--- src/design/itoa_pkg.sv ---
// ----------------------------------------------------------------------------
// itoa_pkg : shared types, codes and helpers of the integer to ASCII converter
// Format codes, sequencer states, the digit glyph tables and the helpers of
// the shift-and-add-3 unit and of the leading digit search.
// ----------------------------------------------------------------------------
package itoa_pkg;

  localparam int VALUE_W  = 32;
  localparam int CMD_W    = 2;
  localparam int CHAR_W   = 8;
  localparam int DIGIT_W  = 4;
  localparam int NDIGITS  = 10;                  // decimal digits of a 32-bit value
  localparam int BCD_W    = NDIGITS * DIGIT_W;
  localparam int IDX_W    = 4;                   // digit index 0 .. NDIGITS-1
  localparam int CNT_W    = 5;                   // bit step 0 .. VALUE_W-1

  localparam logic [CMD_W-1:0] CMD_SDEC = 2'd0;
  localparam logic [CMD_W-1:0] CMD_UDEC = 2'd1;
  localparam logic [CMD_W-1:0] CMD_LHEX = 2'd2;
  localparam logic [CMD_W-1:0] CMD_UHEX = 2'd3;

  localparam logic [CHAR_W-1:0] CHAR_MINUS = 8'h2D;

  localparam logic [16*CHAR_W-1:0] LOWER_DIGITS = "0123456789abcdef";
  localparam logic [16*CHAR_W-1:0] UPPER_DIGITS = "0123456789ABCDEF";

  typedef enum logic [4:0] {
    ST_IDLE = 5'b00001,
    ST_CONV = 5'b00010,
    ST_SCAN = 5'b00100,
    ST_SIGN = 5'b01000,
    ST_EMIT = 5'b10000
  } state_t;

  // One correction pass of the double-dabble step: add 3 to every digit >= 5.
  function automatic logic [BCD_W-1:0] bcd_adjust(input logic [BCD_W-1:0] bcd);
    logic [BCD_W-1:0] res;
    logic [DIGIT_W-1:0] d;
    res = bcd;
    for (int i = 0; i < NDIGITS; i++) begin
      d = bcd[i*DIGIT_W +: DIGIT_W];
      if (d >= 4'd5) begin
        res[i*DIGIT_W +: DIGIT_W] = d + 4'd3;
      end
    end
    return res;
  endfunction

  // Index of the most significant non-zero digit; zero when all digits are zero.
  function automatic logic [IDX_W-1:0] msd_index(input logic [BCD_W-1:0] bcd);
    logic [IDX_W-1:0] idx;
    idx = '0;
    for (int i = 0; i < NDIGITS; i++) begin
      if (bcd[i*DIGIT_W +: DIGIT_W] != '0) begin
        idx = IDX_W'(i);
      end
    end
    return idx;
  endfunction

  function automatic logic [CHAR_W-1:0] digit_char(input logic [DIGIT_W-1:0] d,
                                                   input logic upper);
    logic [16*CHAR_W-1:0] tab;
    logic [DIGIT_W-1:0]   pos;
    tab = upper ? UPPER_DIGITS : LOWER_DIGITS;
    pos = 4'd15 - d;
    return tab[{pos, 3'b000} +: CHAR_W];
  endfunction

endpackage

--- src/design/integer_to_ascii_converter.sv ---
// ----------------------------------------------------------------------------
// integer_to_ascii_converter : 32-bit value to ASCII text, one character a transfer
// Formats a value as signed decimal, unsigned decimal or hex, most significant
// character first, with out_last on the final character.
// ----------------------------------------------------------------------------
// One number is in flight at a time: in_ready is high only while the sequencer
// is idle. A decimal item is accepted, then runs through a shared shift-and-add-3
// (double dabble) unit, one value bit a cycle, and the leading digit search, then
// gives one character a cycle while the sink does not stall (a '-' for a
// negative signed value, then up to 10 digits). A hex item skips the conversion
// and gives up to 8 digits. Characters leave through a single output register,
// so the next number is accepted while the final character still waits for
// out_ready. Zero gives "0" in every format; 0x80000000 as signed decimal gives
// "-2147483648". Nothing is kept from one number to the next.
// ----------------------------------------------------------------------------
module integer_to_ascii_converter (
  input  logic                             clk,
  input  logic                             rst_n,
  input  logic                             in_valid,
  output logic                             in_ready,
  input  logic [itoa_pkg::CMD_W-1:0]       in_cmd,
  input  logic [itoa_pkg::VALUE_W-1:0]     in_value,
  output logic                             out_valid,
  input  logic                             out_ready,
  output logic [itoa_pkg::CHAR_W-1:0]      out_text_char,
  output logic                             out_last
);

  itoa_pkg::state_t state_r, state_nxt;

  // Digit store: BCD digits after conversion, or the hex nibbles directly.
  logic [itoa_pkg::BCD_W-1:0]   digits_r, digits_nxt;
  logic [itoa_pkg::VALUE_W-1:0] bin_r, bin_nxt;        // bits still to shift in
  logic [itoa_pkg::CNT_W-1:0]   cnt_r, cnt_nxt;        // conversion step
  logic [itoa_pkg::IDX_W-1:0]   idx_r, idx_nxt;        // digit being emitted
  logic                         neg_r, neg_nxt;
  logic                         upper_r, upper_nxt;

  // Output register
  logic                         out_valid_r, out_valid_nxt;
  logic [itoa_pkg::CHAR_W-1:0]  out_char_r, out_char_nxt;
  logic                         out_last_r, out_last_nxt;

  logic                         in_xfer;
  logic                         out_load;   // output register free for a new character
  logic                         in_neg;
  logic [itoa_pkg::VALUE_W-1:0] in_mag;
  logic [itoa_pkg::BCD_W-1:0]   bcd_adj;
  logic [itoa_pkg::DIGIT_W-1:0] cur_digit;

  assign in_ready      = (state_r == itoa_pkg::ST_IDLE);
  assign in_xfer       = in_valid && in_ready;
  assign out_load      = !out_valid_r || out_ready;
  assign out_valid     = out_valid_r;
  assign out_text_char = out_char_r;
  assign out_last      = out_last_r;

  // Two's complement magnitude for a negative signed value; the most negative
  // value maps onto itself, which is its correct unsigned magnitude.
  assign in_neg = (in_cmd == itoa_pkg::CMD_SDEC) && in_value[itoa_pkg::VALUE_W-1];
  assign in_mag = in_neg ? (~in_value + 1'b1) : in_value;

  assign bcd_adj   = itoa_pkg::bcd_adjust(digits_r);
  assign cur_digit = digits_r[idx_r * itoa_pkg::DIGIT_W +: itoa_pkg::DIGIT_W];

  always_comb begin
    state_nxt     = state_r;
    digits_nxt    = digits_r;
    bin_nxt       = bin_r;
    cnt_nxt       = cnt_r;
    idx_nxt       = idx_r;
    neg_nxt       = neg_r;
    upper_nxt     = upper_r;
    out_valid_nxt = out_valid_r && !out_ready;   // drop the character once transferred
    out_char_nxt  = out_char_r;
    out_last_nxt  = out_last_r;

    unique case (state_r)
      itoa_pkg::ST_IDLE: begin
        if (in_xfer) begin
          neg_nxt   = in_neg;
          upper_nxt = (in_cmd == itoa_pkg::CMD_UHEX);
          cnt_nxt   = '0;
          if (in_cmd == itoa_pkg::CMD_LHEX || in_cmd == itoa_pkg::CMD_UHEX) begin
            // Hex nibbles are the digits already
            digits_nxt = {{(itoa_pkg::BCD_W - itoa_pkg::VALUE_W){1'b0}}, in_value};
            state_nxt  = itoa_pkg::ST_SCAN;
          end else begin
            digits_nxt = '0;
            bin_nxt    = in_mag;
            state_nxt  = itoa_pkg::ST_CONV;
          end
        end
      end

      itoa_pkg::ST_CONV: begin
        // Correct each digit, then shift the next value bit into the BCD chain
        digits_nxt = {bcd_adj[itoa_pkg::BCD_W-2:0], bin_r[itoa_pkg::VALUE_W-1]};
        bin_nxt    = {bin_r[itoa_pkg::VALUE_W-2:0], 1'b0};
        cnt_nxt    = cnt_r + 1'b1;
        if (cnt_r == itoa_pkg::CNT_W'(itoa_pkg::VALUE_W - 1)) begin
          state_nxt = itoa_pkg::ST_SCAN;
        end
      end

      itoa_pkg::ST_SCAN: begin
        // Skip leading zeros; a zero value still emits its single digit
        idx_nxt   = itoa_pkg::msd_index(digits_r);
        state_nxt = neg_r ? itoa_pkg::ST_SIGN : itoa_pkg::ST_EMIT;
      end

      itoa_pkg::ST_SIGN: begin
        if (out_load) begin
          out_valid_nxt = 1'b1;
          out_char_nxt  = itoa_pkg::CHAR_MINUS;
          out_last_nxt  = 1'b0;
          state_nxt     = itoa_pkg::ST_EMIT;
        end
      end

      itoa_pkg::ST_EMIT: begin
        if (out_load) begin
          out_valid_nxt = 1'b1;
          out_char_nxt  = itoa_pkg::digit_char(cur_digit, upper_r);
          out_last_nxt  = (idx_r == '0);
          if (idx_r == '0) begin
            state_nxt = itoa_pkg::ST_IDLE;
          end else begin
            idx_nxt = idx_r - 1'b1;
          end
        end
      end

      default: begin
        state_nxt = itoa_pkg::ST_IDLE;
      end
    endcase
  end

  always_ff @(posedge clk) begin
    if (!rst_n) begin
      state_r     <= itoa_pkg::ST_IDLE;
      out_valid_r <= 1'b0;
    end else begin
      state_r     <= state_nxt;
      out_valid_r <= out_valid_nxt;
    end
  end

  // Payload and working registers: no reset needed
  always_ff @(posedge clk) begin
    digits_r   <= digits_nxt;
    bin_r      <= bin_nxt;
    cnt_r      <= cnt_nxt;
    idx_r      <= idx_nxt;
    neg_r      <= neg_nxt;
    upper_r    <= upper_nxt;
    out_char_r <= out_char_nxt;
    out_last_r <= out_last_nxt;
  end

endmodule

--- config.mk ---
export PLATFORM = sky130hd
export DESIGN_NAME = integer_to_ascii_converter
export DESIGN_NICKNAME = d
export VERILOG_FILES = /design/src/design/itoa_pkg.sv /design/src/design/integer_to_ascii_converter.sv
export SDC_FILE = /design/constraint.sdc
export NUM_CORES = 1
export LEC_CHECK = 0
export BUFFER_PORTS_ARGS = -buffer_cell sky130_fd_sc_hd__buf_2
export CAP_MARGIN = 10
export CORE_UTILIZATION = 35
export DETAILED_ROUTE_END_ITERATION = 10
export GPL_TIMING_DRIVEN = 0
export PLACE_DENSITY = 0.55
export SYNTH_ARGS = -nofsm -noshare
export SYNTH_HDL_FRONTEND = slang
export SYNTH_SLANG_ARGS = --single-unit
export TNS_END_PERCENT = 20
--- constraint.sdc ---
create_clock -name clk -period 5.8 [get_ports clk]
set_clock_uncertainty 0.2 [all_clocks]
set_input_delay 0.58 -clock clk [delete_from_list [all_inputs] [get_ports clk]]
set_output_delay 0.58 -clock clk [all_outputs]
set_load 0.03 [all_outputs]
* Word level (Yosys, flattened, before mapping) *
Cells that the tools add are included.
W data, S select, Z words.

storage, ports and cells
  bits of input ports = 38
  flip-flop bits (word level) = 98
  output and inout bits = 11
  word-level logic and storage cells = 128

operators by class
  $add $sub $neg = 14
  mux-type cells = 48
  equal/unequal tests = 15
  reductions and logical operators = 28
  shift-type cells = 2
  bitwise gates (word level) = 1
  $lt $le $gt $ge = 10

operator list
  cell                     number
  $mux W32                 4
  $shiftx A128 B8 Y8       1
  $pmux W40 S2             1
  $mux W4                  19
  $pmux W32 S2             1
  $mux W46                 1
  $ge A4 B3 Y1 const B     10
  $mux W40                 1
  $shiftx A40 B7 Y4        1
  $add A4 B2 Y4 const B    9
  $reduce_bool A4 Y1       9
  $mux W5                  7
  $add A32 B1 Y32 const B  1
  $not A32 Y32             1
  $pmux W5 S5              1
  $mux W8                  2
  $pmux W8 S2              1
  $ne A2 B2 Y1 const B     6
  $eq A5 B5 Y1 const B     2
  $pmux W5 S2              1
  $reduce_and A3 Y1        3
  $pmux W4 S2              1
  $mux W3                  2
  $reduce_bool A2 Y1       3
  20 further kinds         30

* Logic depth before layout (Yosys ltp) *
Gate-level depths: netlist of the first run.

  depth in word-level cells = 11
  mapped depth = 10
  gate-level depth less buffers = 9

* Worst setup path before layout of the first run *
No wires, ideal clock.

  path kind = reg2reg
  from = register state_r[4]
  to = register bin_r[0] in the netlist's numbering, enable pin
  data arrival time = 1999 ps
  cell stages (with the launch flop) = 8
  setup slack = 3210 ps
  data required time = 5209 ps
  path through = dfxtp_1 -> buf_2 -> nor3_1 -> nand3b_1 -> buf_2 -> clkbuf_1 -> o21ai_0 -> o21a_1

between the ends
  longest elaborated chain between the ends = 4
  elaborated cells between the ends (all ways) = 7
  classes of those cells = eq/ne (4); reduce/logical (3)

RTL lines
  what                             RTL line                                                            source
  start, declared                  integer_to_ascii_converter.sv:29                                    itoa_pkg::state_t state_r, state_nxt;
  start signal, assigned           integer_to_ascii_converter.sv:142                                   state_r <= itoa_pkg::ST_IDLE;
  start signal, assigned           integer_to_ascii_converter.sv:145                                   state_r <= state_nxt;
  $eq A5 B1 Y1                     integer_to_ascii_converter.sv:51, integer_to_ascii_converter.sv:78
  $logic_and A1 B1 Y1              integer_to_ascii_converter.sv:52                                    assign in_xfer = in_valid && in_ready;
  $ne A2 B1 Y1 (no line)           --
  $reduce_and A3 Y1 (no line) (*)  --
  end signal, assigned             integer_to_ascii_converter.sv:153                                   bin_r <= bin_nxt;
  end, declared                    integer_to_ascii_converter.sv:33                                    logic [itoa_pkg::VALUE_W-1:0] bin_r, bin_nxt;

Mark *: on every way between the ends. The rest lies on a longest branch, timed or not.
A chain may end at the register's enable or synchronous reset.

* Worst setup path in the final report of the first run *
  from = register state_r[4]
  to = register digits_r[22] in the netlist's numbering, enable pin

between the ends
  longest elaborated chain between the ends = 4
  elaborated cells between the ends (all ways) = 6
  classes of those cells = eq/ne (3); reduce/logical (3)

RTL lines
  what                             RTL line                                                            source
  $eq A5 B1 Y1                     integer_to_ascii_converter.sv:51, integer_to_ascii_converter.sv:78
  $logic_and A1 B1 Y1              integer_to_ascii_converter.sv:52
  $ne A2 B1 Y1 (no line)           --
  $reduce_and A2 Y1 (no line) (*)  --
  end signal, assigned             integer_to_ascii_converter.sv:152                                   digits_r <= digits_nxt;
  end, declared                    integer_to_ascii_converter.sv:32                                    logic [itoa_pkg::BCD_W-1:0] digits_r, digits_nxt;

Marks and branches as above.

==> out/metrics.cfg, run 1 <==
[outcome]
outcome = finished, final reports clean

[placed_design]
io_buffers = 47
hpwlAfterDp_um = 11880
place.gp.congestion = 0.8767

[min_path]
min_path_type = input pin to flop
hp-start = rst_n

[synthesis]
synth_area_leaders = edfxtp_1, ha_1, o21ai_0
synthFlopType = edfxtp_1
synth_top_area_cell = edfxtp_1
yosysWarnings = 0
synthesis.area_um2 = 6241
synth-edff-count = 91
synth_seq_cells = 97
seq_area_frac_synth = 0.4571
netlist_instances = 648
ys_types = 57
avgSynthCellArea_um2 = 9.631
synth-async-reset-ratio = 0
synth_top_area_frac = 0.4379
syn_nets = 712

[floorplanning]
core_region_area_um2 = 17360
die_h_um = 135.5
rows = 48
start_util = 0.3596
dieWidth_um = 135.5
fp.dieArea_um2 = 18370
ioPinCount = 49

[flow_run]
max-cap-violations = 0

[final_layout]
nNetsFinal = 770
layout_common_cells = edfxtp_1, o21ai_0, a21oi_1
final_common_cell = edfxtp_1
fin_util = 0.4074
drive_gt1_frac = 0.1252
diodes = 0
syn_to_final_growth_pct = 13.31

[detailed_routing]
drtAntennaViolNets = 0
routedWlPerCell_um = 16.85
post_drt_via_cell_ratio = 5.280
detail_route.first_pass.iterations = 5
routed_wl_um = 15770
drtIter0Drc = 291
vias = 4942
drc = 0

[timing]
tightest_slew_ns = 1.120
drv_slew = 0
final-hold-violation-count = 0
relSlewSlack = 0.2532
grt_setup_unrepaired = false
clock.fmax_ghz = 0.3387
setup_viol = 0
fin_crit_ns = 2.952
setup-tns-final_ns = 0
post-route-period-util = 0.5090

[pwr]
p_switching_w = 0.0007421
comb_power_share = 0.255
power.leakage_nw = 2.537
power.internal_w = 0.001542
power-per-cell-area_nw_per_um2 = 323.0
p_sw_frac = 0.3249
ir_worst_vdd_mv = 0.1790
sequentialPowerShare = 0.459
clock_power_share = 0.286

[global_route]
grt_pass1_wl_um = 26030
grt_antenna_before_repair = 0
grt_overflow = 0
grt_pass1_vias = 5049
grt_max_degree = 46
track_usage = 0.1843

[clock_tree]
cts.sinks = 97
root_buffer = clkbuf_16
cts_tree = built
clock_latency_ns = 0.36
cts_buffers = 9
clk_path_buf_depth = 2
cts_resized = 0
cts.reportedPaths.clkPinSlew_ns = 0.07
cts_max_level = 3
cts_setup_buffers = 0
cts_hold_buf = 0

[worst_setup_path]
worstPathMaxFanout = 45
start_kind = flop
critPathArrivalTime_ns = 2.72
reg2reg_from = state_r[4]
endpoint_kind = flop
crit_start = state_r[4]
critPathRequiredTime_ns = 5.57
crit_type = flop to flop

[final cells by class]
class                      count  area [um^2]
inverter                      36        135.1
tap                          225        281.5
clock inverter                 5        80.08
sequential                    97         2853
timing repair buffer          47        235.2
clock buffer                  11        232.7
buffer                        31        127.6
multi-input combinational    484         3127
fill                        1705        10280
[Yosys cell counts (2+ instances only)]
cell type and instances:
o41ai_1 2, o22ai_1 4, or2_2 2, clkbuf_1 20, a21oi_1 56, nand3_1 44
mux2_2 4, and2_1 5, xnor2_1 33, nor4_1 3, o31ai_1 13, nor2b_1 4
inv_1 36, xor2_1 20, mux2i_1 9, a2bb2oi_1 2, ha_1 26, a31oi_1 7
buf_4 2, nand2b_1 15, nor3_1 8, nor3b_1 15, buf_2 3, o21ai_1 10
mux4_2 4, dfxtp_1 6, and3_1 4, nor2_1 53, nor4_4 2, nor4_2 2
and3b_1 2, nand2_1 48, o21a_1 3, edfxtp_1 91, buf_1 6, o22a_1 2
o21ai_0 62
[power groups by stage]
stage	Combinational [W]	Clock (W)	Sequential [W]
2_1_floorplan	0.000433	0	0.00102
3_3_place_gp	0.000565	0	0.00106
3_5_place_dp	0.000585	0	0.00106
4_1_cts	0.000589	0.000663	0.00105
5_1_grt	0.000666	0.000686	0.00107
6_report	0.000582	0.000653	0.00105
[through the flow]
step | hold slack [ns] | worst slack (ns) | area (um^2) | power [W] | std cells
final | 0.2648 | 2.848 | 7072 | 0.002284 | 936
after global routing | 0.2546 | 2.567 | 7072 | 0.002419 | 936
after CTS | 0.2554 | 2.755 | 7072 | 0.002301 | 936
after detailed placement | 0.3073 | 2.772 | 6759 | 0.001649 | 920
after global placement | 0.3041 | 2.497 | 6758 | 0.001622 | 920
after floorplan | 0.2836 | 3.210 | 6241 | 0.001456 | 648
[state kept, by name (all words and copies together), names as in the netlist]
register       count
cnt_r              5
out_valid          1
upper_r            1
out_text_char      7
bin_r             32
digits_r          40
state_r            5
idx_r              4
neg_r              1
out_last           1
[kinds of logic (layout without fill, tap and decap cells)]
family	Yosys count	count (layout)	share of synthesized area
AND/OR/NAND/NOR	218	218	0.1826
AO/OA/AOI/OAI	169	169	0.1550
flip-flops	97	97	0.4571
buffers and inverters	67	130	0.04210
XOR/XNOR	53	53	0.07438
adder cells (fa/ha/maj)	26	26	0.05212
multiplexers	17	17	0.03609
other	1	1	0.0006009
[metal layers]
metal / share of wire / global-route usage / vias to the layer above
met4: 0.019 / 0.05993 / 0
met5: 0 / 0 / -
li1: - / - / 2457
met2: 0.47 / 0.3046 / 112
met3: 0.040 / 0.03255 / 27
met1: 0.47 / 0.2435 / 2346
[critical path, stage by stage (launching register included)]
cell	delay (ns)
dfxtp_1	0.30
buf_2	0.15
nor3_1	0.32
and3b_1	0.21
clkbuf_1	0.40
or2_2	0.95
[path summary, 6_finish.rpt]
kind,to,slack (ns),depth (start not counted)
worst max-delay path,digits_r[22],2.85,5
worst min-delay path,state_r[0],0.26,2
worst max register to register,digits_r[22],2.85,5
worst min register to register,digits_r[0],0.33,2
Note: power is estimated with default switching activity, not from simulation.
==> run 2, diff against run 1 <==
--- a/config.mk
+++ b/config.mk
@@ -10,7 +10,7 @@
 export CORE_UTILIZATION = 35
 export DETAILED_ROUTE_END_ITERATION = 10
 export GPL_TIMING_DRIVEN = 0
-export PLACE_DENSITY = 0.55
+export PLACE_DENSITY = 0.57
 export SYNTH_ARGS = -nofsm -noshare
 export SYNTH_HDL_FRONTEND = slang
 export SYNTH_SLANG_ARGS = --single-unit
==> constraint.sdc (replaced) <==
create_clock -name clk -period 2.38 [get_ports clk]
set_clock_uncertainty 0.2 [all_clocks]
set_input_delay 0.238 -clock clk [delete_from_list [all_inputs] [get_ports clk]]
set_output_delay 0.238 -clock clk [all_outputs]
set_load 0.03 [all_outputs]
==> out/metrics.cfg, run 2 (synthesis gave the netlist of run 1 again) <==
[worst_setup_path]
slowest_delay_ns = 0.43  ; -0.52 ns
rr_endpoint = out_text_char[0]
crit_type = flop to flop
cp_cell_sequence = buf_8 -> buf_6 -> buf_4 -> mux4_2 -> o22ai_1 -> o22a_2 -> a21oi_1 -> mux2_2 -> o21ai_1
reg2reg_depth = 9  ; +4
reg2reg_from = idx_r[0]
worstPathMaxFanout = 6  ; -87%
critPathSlowestCell = mux4_2
critPathRequiredTime_ns = 2.39  ; -3.18 ns
r2r_slack_ns = -0.11  ; -2.96 ns
start_kind = flop
crit_family = multiplexers
endpoint_kind = flop
critPathBufInv = 3  ; +1
critPathArrivalTime_ns = 2.50  ; -0.22 ns

[pwr]
finalPower_w = 0.005484  ; +140%
comb_power_share = 0.288  ; +0.033
p_switching_w = 0.001880  ; +150%
ir_worst_vdd_mv = 0.3790  ; +110%
power-per-cell-area_nw_per_um2 = 755.0  ; +130%
power.leakage_nw = 2.618  ; +3.2%
sequentialPowerShare = 0.464  ; +0.005
power.internal_w = 0.003604  ; +130%
p_sw_frac = 0.3428  ; +0.01790
clock_power_share = 0.248  ; -0.038

[placed_design]
preCtsSetupSlack_ns = -0.6255  ; -3.397 ns
place.gp.congestion = 0.8897  ; +1.5%
io_buffers = 47  ; unchanged
hpwlAfterDp_um = 11690  ; -1.6%

[clock_tree]
clk_path_buf_depth = 2  ; unchanged
cts_buffers = 9  ; unchanged
root_buffer = clkbuf_16
cts_max_level = 3  ; unchanged
cts.reportedPaths.clkPinSlew_ns = 0.07  ; about the same
cts.sinks = 97  ; unchanged
clock_latency_ns = 0.35  ; about the same
cts_tree = built

[floorplanning]
die_h_um = 135.5  ; unchanged
rows = 48  ; unchanged
start_util = 0.3596  ; unchanged
fp.dieArea_um2 = 18370  ; unchanged
ioPinCount = 49  ; unchanged
dieWidth_um = 135.5  ; unchanged
core_region_area_um2 = 17360  ; unchanged

[outcome]
violations = negative setup slack
outcome = complete, but fails checks

[final_layout]
layout_common_cells = edfxtp_1, o21ai_0, a21oi_1
fin_util = 0.4185  ; +0.01103
fillers = 1642  ; -3.7%
regMostFlops = digits_r
final_common_cell = edfxtp_1
largest_reg_flops = 40  ; unchanged
syn_to_final_growth_pct = 16.38
diodes = 0  ; unchanged
nNetsFinal = 783  ; +1.7%
drive_gt1_frac = 0.1685  ; +0.04333

[timing]
fin_crit_ns = 2.489  ; -0.4633 ns
relSlewSlack = 0.5094  ; +0.2562
tightest_slew_ns = 0.7359  ; -0.3843 ns
post-route-period-util = 1.046  ; +0.5367
clock.fmax_ghz = 0.4018  ; +19%
final-hold-violation-count = 0  ; unchanged
drv_slew = 0  ; unchanged
worst_slack_ns = -0.1088  ; -2.957 ns
setup_viol = 3  ; +3
holdWs_ns = 0.05278  ; -0.2120 ns
grt_setup_unrepaired = true

[detailed_routing]
detail_route.first_pass.iterations = 5  ; unchanged
vias = 5052  ; +2.2%
routed_wl_um = 16340  ; +3.6%
post_drt_via_cell_ratio = 5.323  ; +0.83%
drc = 0  ; unchanged
drtAntennaViolNets = 0  ; unchanged
drtIter0Drc = 304  ; +4.5%
routedWlPerCell_um = 17.21  ; +2.2%

[global_route]
grt_overflow = 0  ; unchanged
grt_pass1_vias = 4965  ; -1.7%
grt_max_degree = 24  ; -48%
grt_pass1_wl_um = 25620  ; -1.6%
grt_antenna_before_repair = 0  ; unchanged
track_usage = 0.1835  ; -0.0008820

[min_path]
min_path_type = input pin to flop
hp-start = in_value[0]
holdPathEnd = digits_r[0]
hold_depth = 3  ; +1

[flow_run]
max-cap-violations = 0  ; unchanged

## run 2: changes by cell type in the layout (fill, tap and decap cells not counted), sizes merged
cell         previous run  this run
o21a                    3         5
or2                     3         4
bufinv                  2         0
buf                    58        69
dlygate4sd3             0         1
clkinvlp                2         1
clkinv                  1         5
clkbuf                 31        28
## run 2: worst register-to-register path: stages (launching register included)
cell,delay [ns]
edfxtp_1,0.41
buf_8,0.16
buf_6,0.13
buf_4,0.13
mux4_2,0.43
o22ai_1,0.20
o22a_2,0.24
a21oi_1,0.05
mux2_2,0.27
o21ai_1,0.13
## run 2: worst max path at each step
| stage | start | endpoint | slack (ns) | depth (start not counted) |
|---|---|---|---|---|
| floorplan | idx_r[0] | out_text_char[0] | -0.01 | 9 |
| global placement | state_r[4] | digits_r[22] | -0.57 | 5 |
| detailed placement | state_r[4] | digits_r[21] | -0.63 | 5 |
| CTS | idx_r[0] | out_text_char[1] | -0.13 | 8 |
| global route | idx_r[0] | out_text_char[1] | -0.19 | 11 |
| finish | idx_r[0] | out_text_char[0] | -0.11 | 9 |
## run 2: power groups by stage
stage	clock [W]	combinational [W]	sequential (W)
3_5_place_dp	0	0.00143	0.00258
5_1_grt	0.00144	0.00175	0.00259
4_1_cts	0.00138	0.00155	0.00254
2_1_floorplan	0	0.00106	0.00249
6_report	0.00136	0.00158	0.00254
3_3_place_gp	0	0.00138	0.00257
## run 2: metal layers
metal | global-route usage | vias up | routed length, um
met5 | 0 | - | 0
met4 | 0.06804 | 0 | 306
met3 | 0.02993 | 21 | 619
met2 | 0.3108 | 128 | 7834
met1 | 0.2344 | 2410 | 7576
li1 | - | 2493 | -
## run 2: cell type report
cell class,instances,area (um^2),area share
multi-input combinational,487,3257,0.4484
sequential,97,2853,0.3928
timing repair buffer,58,327.8,0.04513
tap,225,281.5,0.03876
clock buffer,10,229.0,0.03152
buffer,30,145.1,0.01998
inverter,36,135.1,0.01860
clock inverter,6,35.03,0.004823
## run 2: what timing repair did
item,CTS,global route
resized for setup,19,24
pin swaps,2,6
setup endpoints to repair,123,45
gates cloned,3,0
hold buffers,1,0
endpoints found under the hold margin,6,0
setup buffers,1,9
## run 2: metrics by stage
stage                     cell area [um^2]  setup TNS, ns  cells
final                                 7263        -0.2840    949
after global placement                6759         -41.34    920
after CTS                             7126        -0.2303    940
after global routing                  7263         -2.183    949
after detailed placement              6759         -45.73    920
after floorplan                       6242      -0.009600    648
==> run 3, diff against run 2 <==
--- a/config.mk
+++ b/config.mk
@@ -11,6 +11,7 @@
 export DETAILED_ROUTE_END_ITERATION = 10
 export GPL_TIMING_DRIVEN = 0
 export PLACE_DENSITY = 0.57
+export SKIP_CTS_REPAIR_TIMING = 1
 export SYNTH_ARGS = -nofsm -noshare
 export SYNTH_HDL_FRONTEND = slang
 export SYNTH_SLANG_ARGS = --single-unit
==> out/metrics.cfg, run 3 (synthesis gave the netlist of run 1 again) <==
[outcome]
outcome = complete, but fails checks
violations = negative setup slack

[worst_setup_path]
crit_start = idx_r[0]
reg2reg_depth = 8  ; -1
rr_endpoint = out_text_char[1]
critPathArrivalTime_ns = 2.47  ; -0.03 ns
critPathRequiredTime_ns = 2.36  ; -0.03 ns
r2r_slack_ns = -0.12  ; about the same
reg2reg_from = idx_r[0]
endpoint_kind = flop
start_kind = flop
worstPathMaxFanout = 9  ; +3
crit_type = flop to flop

[timing]
setup_viol = 2  ; -1
grt_setup_unrepaired = true
relSlewSlack = 0.5044  ; -0.005014
post-route-period-util = 1.050  ; +0.004017
final-hold-violation-count = 0  ; unchanged
tightest_slew_ns = 0.7434  ; +0.007521 ns
worst_slack_ns = -0.1184  ; -0.009560 ns
drv_slew = 0  ; unchanged
fin_crit_ns = 2.498  ; +0.009560 ns
setup-tns-final_ns = -0.2173  ; +0.06674 ns
clock.fmax_ghz = 0.4003  ; -0.38%

[detailed_routing]
drtIter0Drc = 293  ; -3.6%
drc = 0  ; unchanged
wl_met3_um = 805  ; +30%
wl_met1_um = 7431  ; -1.9%
post_drt_via_cell_ratio = 5.350  ; +0.50%
vias = 5045  ; -0.14%
routed.top_layer = met4
routedWlPerCell_um = 17.22  ; about the same
detail_route.first_pass.iterations = 5  ; unchanged
wl_met2_um = 7677  ; -2.0%
routed_wl_um = 16240  ; -0.58%
drtAntennaViolNets = 0  ; unchanged

[final_layout]
fillers = 1650  ; +0.49%
multi_input_area_um2 = 3223  ; -1.0%
instances_no_fill = 943  ; -0.63%
regMostFlops = digits_r
final_common_cell = edfxtp_1
largest_reg_flops = 40  ; unchanged
regArea_um2 = 2853  ; unchanged
layout_common_cells = edfxtp_1, o21ai_0, a21oi_1
nNetsFinal = 777  ; -0.77%
syn_to_final_growth_pct = 15.16
drive_gt1_frac = 0.1574  ; -0.01113
fin_util = 0.4141  ; -0.004397
diodes = 0  ; unchanged

[global_route]
grt_pass1_vias = 4898  ; -1.3%
grt_pass1_wl_um = 24740  ; -3.4%
grt_max_degree = 46  ; +92%
track_usage = 0.1758  ; -0.007610
grt_overflow = 0  ; unchanged
grt_antenna_before_repair = 0  ; unchanged

[flow_run]
max-cap-violations = 0  ; unchanged

[clock_tree]
clk_path_buf_depth = 2  ; unchanged
cts_tree = built
cts_buffers = 9  ; unchanged
root_buffer = clkbuf_16
cts.sinks = 97  ; unchanged
cts_max_level = 3  ; unchanged
clock_latency_ns = 0.35  ; about the same
cts.reportedPaths.clkPinSlew_ns = 0.07  ; about the same

[pwr]
power.leakage_nw = 2.589  ; -1.1%
power-per-cell-area_nw_per_um2 = 756.8  ; +0.23%
ir_worst_vdd_mv = 0.3780  ; -0.27%
finalPower_w = 0.005439  ; -0.82%

[floorplanning]
fp.dieArea_um2 = 18370  ; unchanged
core_region_area_um2 = 17360  ; unchanged
start_util = 0.3596  ; unchanged
rows = 48  ; unchanged
die_h_um = 135.5  ; unchanged
ioPinCount = 49  ; unchanged
dieWidth_um = 135.5  ; unchanged

[min_path]
min_path_type = input pin to flop
hp-start = in_value[0]
hold_depth = 3  ; unchanged
holdPathEnd = digits_r[0]

[placed_design]
place.gp.congestion = 0.8897  ; unchanged
hpwlAfterDp_um = 11690  ; unchanged
io_buffers = 47  ; unchanged
dp_cells = 920  ; unchanged

run 3: worst max-delay path by stage:
stage	endpoint	slack [ns]	cells after the start
after floorplan	out_text_char[0]	-0.01	9
after global placement	digits_r[22]	-0.57	5
after detailed placement	digits_r[21]	-0.63	5
after CTS	digits_r[24]	-0.64	5
after global routing	out_text_char[1]	-0.25	10
final	out_text_char[1]	-0.12	8
run 3: critical path, cell delays in order, from the launching register on:
cell      delay, ns
edfxtp_1       0.37
buf_8          0.15
mux4_2         0.54
a21oi_2        0.18
o22a_1         0.20
ha_1           0.27
a21oi_2        0.11
a31oi_1        0.05
o31ai_1        0.24
run 3: metrics by stage:
stage               setup WS (ns)  cell area, um^2  hold slack (ns)
global placement          -0.5710             6759           0.2734
detailed placement        -0.6255             6759           0.2768
global route              -0.2490             7187          0.06182
finish                    -0.1184             7187          0.05445
CTS                       -0.6434             7023         -0.09011
floorplan               -0.009600             6242           0.1166
run 3: power by group:
group | switching [W] | internal (W) | leakage (nW)
logic | 0.000952 | 0.000585 | 1.55
registers | 0.000257 | 0.00229 | 0.910
clock network | 0.000651 | 0.000702 | 0.130
run 3: layer usage:
layer	vias to the layer above	track usage
met3	22	0.02993
met1	2403	0.2242
li1	2472	-
met4	0	0.06804
met2	148	0.2963
met5	-	0
run 3: area by class of cell:
class | instances | area share
multi-input cells | 486 | 0.4485
flip-flops and latches | 97 | 0.3969
repair buffers | 53 | 0.03935
well taps | 225 | 0.03917
clock buffers | 10 | 0.03186
plain buffers | 30 | 0.02054
inverters | 36 | 0.01880
clock inverters | 6 | 0.004875
